`src/bdpt_pkg.sv`:
```
// Shared types and codes for the button debouncer with press timer.
// No dependencies; every other file in src refers to this package by scoped name.
package bdpt_pkg;

  localparam int TIME_WIDTH = 32;
  localparam int DUR_WIDTH  = 32;
  localparam int DLY_WIDTH  = 16;
  localparam int ADDR_WIDTH = 3;

  // Phase codes
  localparam logic [1:0] PH_OFF   = 2'd0;
  localparam logic [1:0] PH_OFFON = 2'd1;
  localparam logic [1:0] PH_ON    = 2'd2;
  localparam logic [1:0] PH_ONOFF = 2'd3;

  // Event codes
  localparam logic [1:0] EV_NONE    = 2'd0;
  localparam logic [1:0] EV_PRESS   = 2'd1;
  localparam logic [1:0] EV_RELEASE = 2'd2;

  // Register indexes
  localparam logic REG_ACTIVE_LEVEL = 1'b0;
  localparam logic REG_DEBOUNCE_MS  = 1'b1;

  localparam logic [DLY_WIDTH-1:0] DEBOUNCE_RESET = 16'd50;

  typedef struct packed {
    logic                 active_level;
    logic [DLY_WIDTH-1:0] debounce_ms;
  } cfg_t;

  typedef struct packed {
    logic [1:0]           event_res;
    logic [DUR_WIDTH-1:0] press_duration;
  } res_t;

  typedef struct packed {
    logic [1:0]            phase;
    logic [TIME_WIDTH-1:0] time_now;
  } stat_t;

endpackage

```
`src/button_debouncer_press_timer_unit.sv`:
```
// Top level of the button debouncer with press timer.
// Depends on bdpt_pkg, bdpt_regs, bdpt_core and bdpt_out_buf.
//
// Usage:
//   Input channel (in_valid/in_ready, pin_level): one item per millisecond
//   tick carrying the sampled pin level. Output channel (out_valid/out_ready,
//   event_res, press_duration): exactly one result item per input item;
//   event_res is none, press confirmed or release confirmed, and
//   press_duration holds the press length in ticks with a release event.
//   APB port: register 0 (address 0) active level, register 1 (address 4)
//   debounce delay in ticks. Write only while the block is idle.
// Timing:
//   Results go to the result register, or to the skid stage while the output
//   stalls. Throughput is one item per cycle unless the output stalls, set by
//   the phase update feeding the result register. The two-deep output lets one
//   more item in while a result waits; in_ready drops once both are full.
// Reset (rst, synchronous): phase off, counters and press start cleared,
//   active level 1, debounce delay 50, output empty.
module button_debouncer_press_timer_unit (
  input  logic                            clk,
  input  logic                            rst,
  input  logic                            in_valid,
  output logic                            in_ready,
  input  logic                            pin_level,
  output logic                            out_valid,
  input  logic                            out_ready,
  output logic [1:0]                      event_res,
  output logic [bdpt_pkg::DUR_WIDTH-1:0]  press_duration,
  input  logic                            psel,
  input  logic                            penable,
  input  logic                            pwrite,
  input  logic [bdpt_pkg::ADDR_WIDTH-1:0] paddr,
  input  logic [31:0]                     pwdata,
  output logic [31:0]                     prdata,
  output logic                            pready
);

  bdpt_pkg::cfg_t  cfg;
  bdpt_pkg::res_t  res;
  bdpt_pkg::res_t  out_res;
  bdpt_pkg::stat_t stat;
  logic            in_fire;

  assign in_fire = in_valid & in_ready;

  bdpt_regs u_regs (
    .clk     (clk),
    .rst     (rst),
    .psel    (psel),
    .penable (penable),
    .pwrite  (pwrite),
    .paddr   (paddr),
    .pwdata  (pwdata),
    .prdata  (prdata),
    .pready  (pready),
    .cfg     (cfg)
  );

  bdpt_core u_core (
    .clk       (clk),
    .rst       (rst),
    .cfg       (cfg),
    .in_fire   (in_fire),
    .pin_level (pin_level),
    .res       (res),
    .stat      (stat)
  );

  bdpt_out_buf u_out_buf (
    .clk       (clk),
    .rst       (rst),
    .in_fire   (in_fire),
    .res       (res),
    .in_ready  (in_ready),
    .out_valid (out_valid),
    .out_ready (out_ready),
    .out_res   (out_res)
  );

  assign event_res      = out_res.event_res;
  assign press_duration = out_res.press_duration;

`ifndef ASSERT_OFF
  a_release_from_onoff: assert property (@(posedge clk) disable iff (rst)
    in_fire && res.event_res == bdpt_pkg::EV_RELEASE |-> stat.phase == bdpt_pkg::PH_ONOFF)
    else $error("release event outside on-to-off phase");

  a_press_enters_on: assert property (@(posedge clk) disable iff (rst)
    in_fire && res.event_res == bdpt_pkg::EV_PRESS |=> stat.phase == bdpt_pkg::PH_ON)
    else $error("press event did not enter on phase");

  a_time_advances: assert property (@(posedge clk) disable iff (rst)
    in_fire |=> stat.time_now == bdpt_pkg::TIME_WIDTH'($past(stat.time_now) + 1'b1))
    else $error("millisecond counter did not advance on accepted item");

  a_full_has_output: assert property (@(posedge clk) disable iff (rst)
    !in_ready |-> out_valid)
    else $error("skid stage holds an item while the result register is empty");
`endif

endmodule

```
`src/bdpt_regs.sv`:
```
// APB configuration registers: active level and debounce delay.
// Depends on bdpt_pkg.
module bdpt_regs (
  input  logic                               clk,
  input  logic                               rst,
  input  logic                               psel,
  input  logic                               penable,
  input  logic                               pwrite,
  input  logic [bdpt_pkg::ADDR_WIDTH-1:0]    paddr,
  input  logic [31:0]                        pwdata,
  output logic [31:0]                        prdata,
  output logic                               pready,
  output bdpt_pkg::cfg_t                     cfg
);

  logic wr_en;

  assign pready = 1'b1;
  assign wr_en  = psel & penable & pwrite & pready;

  always_ff @(posedge clk) begin
    if (rst) begin
      cfg.active_level <= 1'b1;
      cfg.debounce_ms  <= bdpt_pkg::DEBOUNCE_RESET;
    end else if (wr_en) begin
      case (paddr[2])
        bdpt_pkg::REG_ACTIVE_LEVEL: cfg.active_level <= pwdata[0];
        bdpt_pkg::REG_DEBOUNCE_MS:  cfg.debounce_ms  <= pwdata[bdpt_pkg::DLY_WIDTH-1:0];
        default: ;
      endcase
    end
  end

  always_comb begin
    case (paddr[2])
      bdpt_pkg::REG_ACTIVE_LEVEL: prdata = {31'd0, cfg.active_level};
      bdpt_pkg::REG_DEBOUNCE_MS:  prdata = {16'd0, cfg.debounce_ms};
      default:                    prdata = 32'd0;
    endcase
  end

endmodule

```
`src/bdpt_core.sv`:
```
// Debounce phase tracker, millisecond counter and press timer.
// Result is formed from the current state and the tick's pin level. Depends on bdpt_pkg.
module bdpt_core (
  input  logic            clk,
  input  logic            rst,
  input  bdpt_pkg::cfg_t  cfg,
  input  logic            in_fire,
  input  logic            pin_level,
  output bdpt_pkg::res_t  res,
  output bdpt_pkg::stat_t stat
);

  logic [1:0]                          phase;
  logic [1:0]                          phase_next;
  logic [bdpt_pkg::DLY_WIDTH-1:0]      delay_count;
  logic [bdpt_pkg::DLY_WIDTH-1:0]      delay_count_next;
  logic [bdpt_pkg::DLY_WIDTH-1:0]      cnt_inc;
  logic [bdpt_pkg::TIME_WIDTH-1:0]     time_now;
  logic [bdpt_pkg::TIME_WIDTH-1:0]     press_start;
  logic                                start_press;
  logic [bdpt_pkg::TIME_WIDTH-1:0]     dur_full;
  logic [63:0]                         dur_ext;
  logic                                on;

  assign on       = cfg.active_level;
  assign cnt_inc  = (delay_count != '1) ? delay_count + 1'b1 : delay_count;
  assign dur_full = time_now - press_start;
  assign dur_ext  = 64'(dur_full);

  always_comb begin
    phase_next         = phase;
    delay_count_next   = delay_count;
    start_press        = 1'b0;
    res.event_res      = bdpt_pkg::EV_NONE;
    res.press_duration = '0;
    case (phase)
      bdpt_pkg::PH_OFF: begin
        if (pin_level == on) begin
          phase_next       = bdpt_pkg::PH_OFFON;
          delay_count_next = '0;
          start_press      = 1'b1;
        end
      end
      bdpt_pkg::PH_ON: begin
        if (pin_level != on) begin
          phase_next       = bdpt_pkg::PH_ONOFF;
          delay_count_next = '0;
        end
      end
      bdpt_pkg::PH_OFFON: begin
        delay_count_next = cnt_inc;
        if (cnt_inc >= cfg.debounce_ms) begin
          delay_count_next = '0;
          if (pin_level == on) begin
            phase_next    = bdpt_pkg::PH_ON;
            res.event_res = bdpt_pkg::EV_PRESS;
          end else begin
            phase_next = bdpt_pkg::PH_OFF;
          end
        end
      end
      default: begin
        delay_count_next = cnt_inc;
        if (cnt_inc >= cfg.debounce_ms) begin
          delay_count_next = '0;
          if (pin_level != on) begin
            phase_next         = bdpt_pkg::PH_OFF;
            res.event_res      = bdpt_pkg::EV_RELEASE;
            res.press_duration = dur_ext[bdpt_pkg::DUR_WIDTH-1:0];
          end else begin
            phase_next = bdpt_pkg::PH_ON;
          end
        end
      end
    endcase
  end

  always_ff @(posedge clk) begin
    if (rst) begin
      phase       <= bdpt_pkg::PH_OFF;
      delay_count <= '0;
      time_now    <= '0;
      press_start <= '0;
    end else if (in_fire) begin
      phase       <= phase_next;
      delay_count <= delay_count_next;
      time_now    <= time_now + 1'b1;
      if (start_press) begin
        press_start <= time_now;
      end
    end
  end

  assign stat.phase    = phase;
  assign stat.time_now = time_now;

endmodule

```
`src/bdpt_out_buf.sv`:
```
// Result register with a skid stage so a new item is taken while a result waits.
// Depends on bdpt_pkg.
module bdpt_out_buf (
  input  logic           clk,
  input  logic           rst,
  input  logic           in_fire,
  input  bdpt_pkg::res_t res,
  output logic           in_ready,
  output logic           out_valid,
  input  logic           out_ready,
  output bdpt_pkg::res_t out_res
);

  logic           skid_valid;
  bdpt_pkg::res_t skid_res;
  logic           out_free;

  assign in_ready = ~skid_valid;
  assign out_free = ~out_valid | out_ready;

  always_ff @(posedge clk) begin
    if (rst) begin
      out_valid  <= 1'b0;
      skid_valid <= 1'b0;
    end else if (out_free) begin
      if (skid_valid) begin
        out_valid  <= 1'b1;
        skid_valid <= 1'b0;
      end else begin
        out_valid <= in_fire;
      end
    end else if (in_fire) begin
      // output stalled: park the item
      skid_valid <= 1'b1;
    end
  end

  always_ff @(posedge clk) begin
    if (out_free) begin
      out_res <= skid_valid ? skid_res : res;
    end
    if (!out_free && in_fire) begin
      skid_res <= res;
    end
  end

endmodule

```
`config.mk`:
```
export PLATFORM = sky130hd
export DESIGN_NAME = button_debouncer_press_timer_unit
export DESIGN_NICKNAME = d
export VERILOG_FILES = /design/src/bdpt_pkg.sv /design/src/button_debouncer_press_timer_unit.sv /design/src/bdpt_regs.sv /design/src/bdpt_core.sv /design/src/bdpt_out_buf.sv
export SDC_FILE = /design/constraint.sdc
export NUM_CORES = 1
export LEC_CHECK = 0
export BUFFER_PORTS_ARGS = -buffer_cell sky130_fd_sc_hd__buf_2
export CAP_MARGIN = 20
export CELL_PAD_IN_SITES_DETAIL_PLACEMENT = 1
export CELL_PAD_IN_SITES_GLOBAL_PLACEMENT = 2
export CORE_MARGIN = 2
export CORE_UTILIZATION = 33
export DETAILED_ROUTE_END_ITERATION = 12
export GPL_TIMING_DRIVEN = 1
export HOLD_SLACK_MARGIN = 0.15
export PLACE_DENSITY = 0.88
export SLEW_MARGIN = 20
export SYNTH_ARGS = -nofsm -noshare
export SYNTH_HDL_FRONTEND = slang
export SYNTH_SLANG_ARGS = --single-unit
```
`constraint.sdc`:
```
create_clock -name clk -period 3.5 [get_ports clk]
set_clock_uncertainty 0.05 [all_clocks]
set_input_delay 0.7 -clock clk [delete_from_list [all_inputs] [get_ports clk]]
set_output_delay 0.7 -clock clk [all_outputs]
set_load 0.03 [all_outputs]
```
==> summary.md <==
| Metric | Value |
|---|---|
| DR iter-0 viols | 541 |
| Largest net degree at the start of global routing | 102 |
| Area share of the largest cell type after synthesis | 0.2153 |
| Final hold violations | 0 |
| Hold buffers post-CTS | 0 |
| Met3 wire length | 873 um |
| CP top delay family | simple AND/OR/NAND/NOR gates |
| Yosys warnings | 0 |
| Initial core utilization | 0.3331 |
| Vias after detailed routing | between 8000 and 9000 |
| CP Launch Type | flip-flop |
| Critical Path Fanout Max | 6 |
| Most common flop cell mapped by yosys | dfxtp_1 |
| IO Port Bufs | between 70 and 80 |
| Final Slew Violations | 0 |
| P&R area growth vs syn | 23.68% |
| Met1 wire length | approximately 12000 um |
| Detailed Route WL | 25190 um |
| Pwr dens | 369.8 nW/um2 |
| DR WL met2 | 12040 um |
| Sequential-to-total area share from yosys stat | 0.4286 |
| Number of synthesized flops with an enable pin | 68 |
| Total CTS buffers | 17 |
| Worst-path cell chain | ha_4, nand4_1, buf_4, nor4_4, nand2_4, buf_4, mux2_4, ha_4, a2111oi_4, nor4_4, o31ai_4, nand2b_4, inv_8, and2_4, mux2_2 |
| DR top layer | met4 |
| Fmax | about 0.28 GHz |
| Rows | 62 |
| Setup violators final | 49 |
| Critical path capture point type | flip-flop |
| Total GRT Usage | 0.1666 |
| Hold Slack | 404.2 ps |
| Ant diodes | 0 |
| Layout net count | 1298 |
| Ports | 112 |
| RD Place Congestion | 0.8503 |
| Synthesized flop and latch total | around 170 |
| Vias in the first global route | 8233 |
| Synth area leaders | edfxtp_1, dfxtp_1, nand2_1 |
| Drt drc | 0 |
| Grt total ovfl | 0 |
| Leak | between 4 and 5 nW |
| First-pass GRT wire length | a little over 40000 um |
| Antenna violations before repair | 0 |
| Final period utilization | 1.036 |
| PnR worst setup slack | -127.7 ps |
| Max_slew headroom | 0.5501 |
| Least-Margin Pin Slew | 669.7 ps |
| Setup TNS Final | -2796 ps |
| VDD IR max | slightly below 0.0003 V |
| DR vias/cell | 5.073 |
| DP HPWL | about 18000 um |
| CTS tree | yes |
| Wire per inst | 15.73 um |
| RSZ-0062 raised after global routing | true |
| Antenna-violating nets left | 0 |
| Core area | 28470 um2 |
| Commonest non-fill, non-tap cells in the layout | nand2_1, a21oi_1, nor2_1 |
| Post-route minimum period | 3628 ps |
| Library cells used by synthesis | 77 |
| CP Buf/Inv Count | 3 |
| Clock sink count | 169 |
| CTS Root Cell | clkbuf_16 |
| Req. time, crit path | 3630 ps |
| Max Cap Viol | 0 |
| Asr flop ratio synth | 0 |
| Fill cells | 3340 |
| Commonest non-fill, non-tap cell in the layout | nand2_1 |
| Avg Cell Area, Syn | 8.748 um2 |
| WP data arrival | 3760 ps |
| Status | finished, violations left |
| Horiz. Die Dim | between 150 and 200 um |
| Max Buffers Root-to-Sink | 2 |
| Worst min path class | reg2reg |
| Layout cells sized above 1 | 0.2381 |
| H-tree lvl count | 4 |
| Crit path kind | reg2reg |
| Pre-antenna DRT Iters | 6 |
| Die ar. | 30110 um2 |
| Synthesized cell area | roughly 9500 um2 |
| Synth Instances | 1084 |
| Slowest library cell on the worst path | dfxtp_2 |
| Worst skew pair latency | 440 ps |
| Violated checks | setup timing |
| Die height | 173.5 um |
| Area leader, netlist | edfxtp_1 |
| Clock transition at path regs | 70 ps |
| CP max stage delay | between 300 and 400 ps |
==> cells in the mapped netlist, types with 3 or more instances <==
cell / count
a211o_1: 7
a211oi_1: 8
a21boi_0: 3
a21o_1: 11
a21oi_1: 105
a22oi_1: 6
a311oi_1: 4
a31oi_1: 6
and2_1: 21
and2_4: 3
and3_1: 4
and4_1: 8
buf_2: 12
buf_4: 18
clkbuf_1: 34
dfxtp_1: 101
edfxtp_1: 68
ha_1: 49
inv_1: 60
mux2_2: 9
nand2_1: 178
nand2b_1: 4
nand3_1: 19
nand4_1: 26
nor2_1: 105
nor2b_1: 3
nor3_1: 14
nor4_1: 3
nor4_2: 4
o211ai_1: 4
o21a_1: 6
o21ai_0: 36
o21ai_1: 14
o21bai_1: 4
o31ai_1: 7
or2_2: 3
or3_1: 8
xnor2_1: 22
xor2_1: 36
==> cells by family after synthesis <==
kind of cell,Yosys count,synth area share
buf+inv,128,0.06122
flops,169,0.4286
mux,11,0.01280
fa+ha+maj,50,0.06676
other cells,2,0.0007920
compound gates,249,0.1702
simple gates,417,0.2061
xor+xnor,58,0.05357
==> power breakdown <==
part           switching (mW)  internal (mW)  leakage [nW]  total [mW]
logic                   0.260          0.115          2.87       0.375
clock network           0.923          0.953         0.278        1.88
registers              0.0150           2.07          1.55        2.09
total                    1.20           3.14          4.69        4.34
==> layer usage <==
layer	up-vias	global-route usage
met5	-	0
li1	3997	-
met2	147	0.2832
met3	28	0.02632
met4	0	0.04484
met1	3955	0.2201
==> timing repair <==
item / 4_1_cts / 5_1_grt
setup buffers: 10 / 8
resized for setup: 44 / 54
pin swaps: 11 / 36
setup endpoints to repair: 66 / 84
==> path summary, 6_finish.rpt <==
path / end / slack, ps / from / cells after the start
worst min-delay path: u_core.press_start[14]$_SDFFE_PP0P_ / 400 / u_core.press_start[14]$_SDFFE_PP0P_ / 2
worst max-delay path: u_out_buf.out_res[10]$_DFFE_PP_ / -130 / u_core.delay_count[0]$_SDFFE_PP0P_ / 15
worst max register to register: u_out_buf.out_res[10]$_DFFE_PP_ / -130 / u_core.delay_count[0]$_SDFFE_PP0P_ / 15
worst min register to register: u_core.press_start[14]$_SDFFE_PP0P_ / 400 / u_core.press_start[14]$_SDFFE_PP0P_ / 2
==> per-stage QoR <==
step | worst slack, ps | cells | utilization | cell area [um2] | total power, mW
3_3_place_gp | -138.4 | 1553 | 0.3719 | 10590 | 2.483
5_1_grt | -250.9 | 1602 | 0.4120 | 11730 | 4.507
3_5_place_dp | -215.5 | 1553 | 0.3720 | 10590 | 2.493
4_1_cts | -55.13 | 1595 | 0.4025 | 11460 | 4.387
2_1_floorplan | 16.76 | 1099 | - | 9567 | 2.397
6_report | -127.7 | 1602 | 0.4120 | 11730 | 4.338
==> layout make-up <==
class / count / area [um2] / share of cell area
Multi-Input combinational cell: 802 / 5314 / 0.4531
Tap cell: 384 / 480.5 / 0.04096
Sequential cell: 169 / 4075 / 0.3475
Clock inverter: 15 / 148.9 / 0.01269
Inverter: 62 / 242.7 / 0.02070
Timing Repair Buffer: 153 / 1042 / 0.08886
Clock buffer: 17 / 425.4 / 0.03627
==> tightest hold or removal path, stage by stage, from the launching register on <==
cell     delay (ps)
dfxtp_1         310
nand2_1          50
a21oi_1          50
==> state kept, by name, summed over array words and instances, names as in the netlist, named ones only <==
register / cells
u_regs.cfg: 17
u_core.time_now: 32
u_out_buf.skid_valid: 1
u_core.phase: 1
u_out_buf.out_res: 34
u_out_buf.skid_res: 34
u_core.press_start: 32
u_core.delay_count: 16
u_out_buf.out_valid: 1
Note: power is estimated with default switching activity, not from simulation.
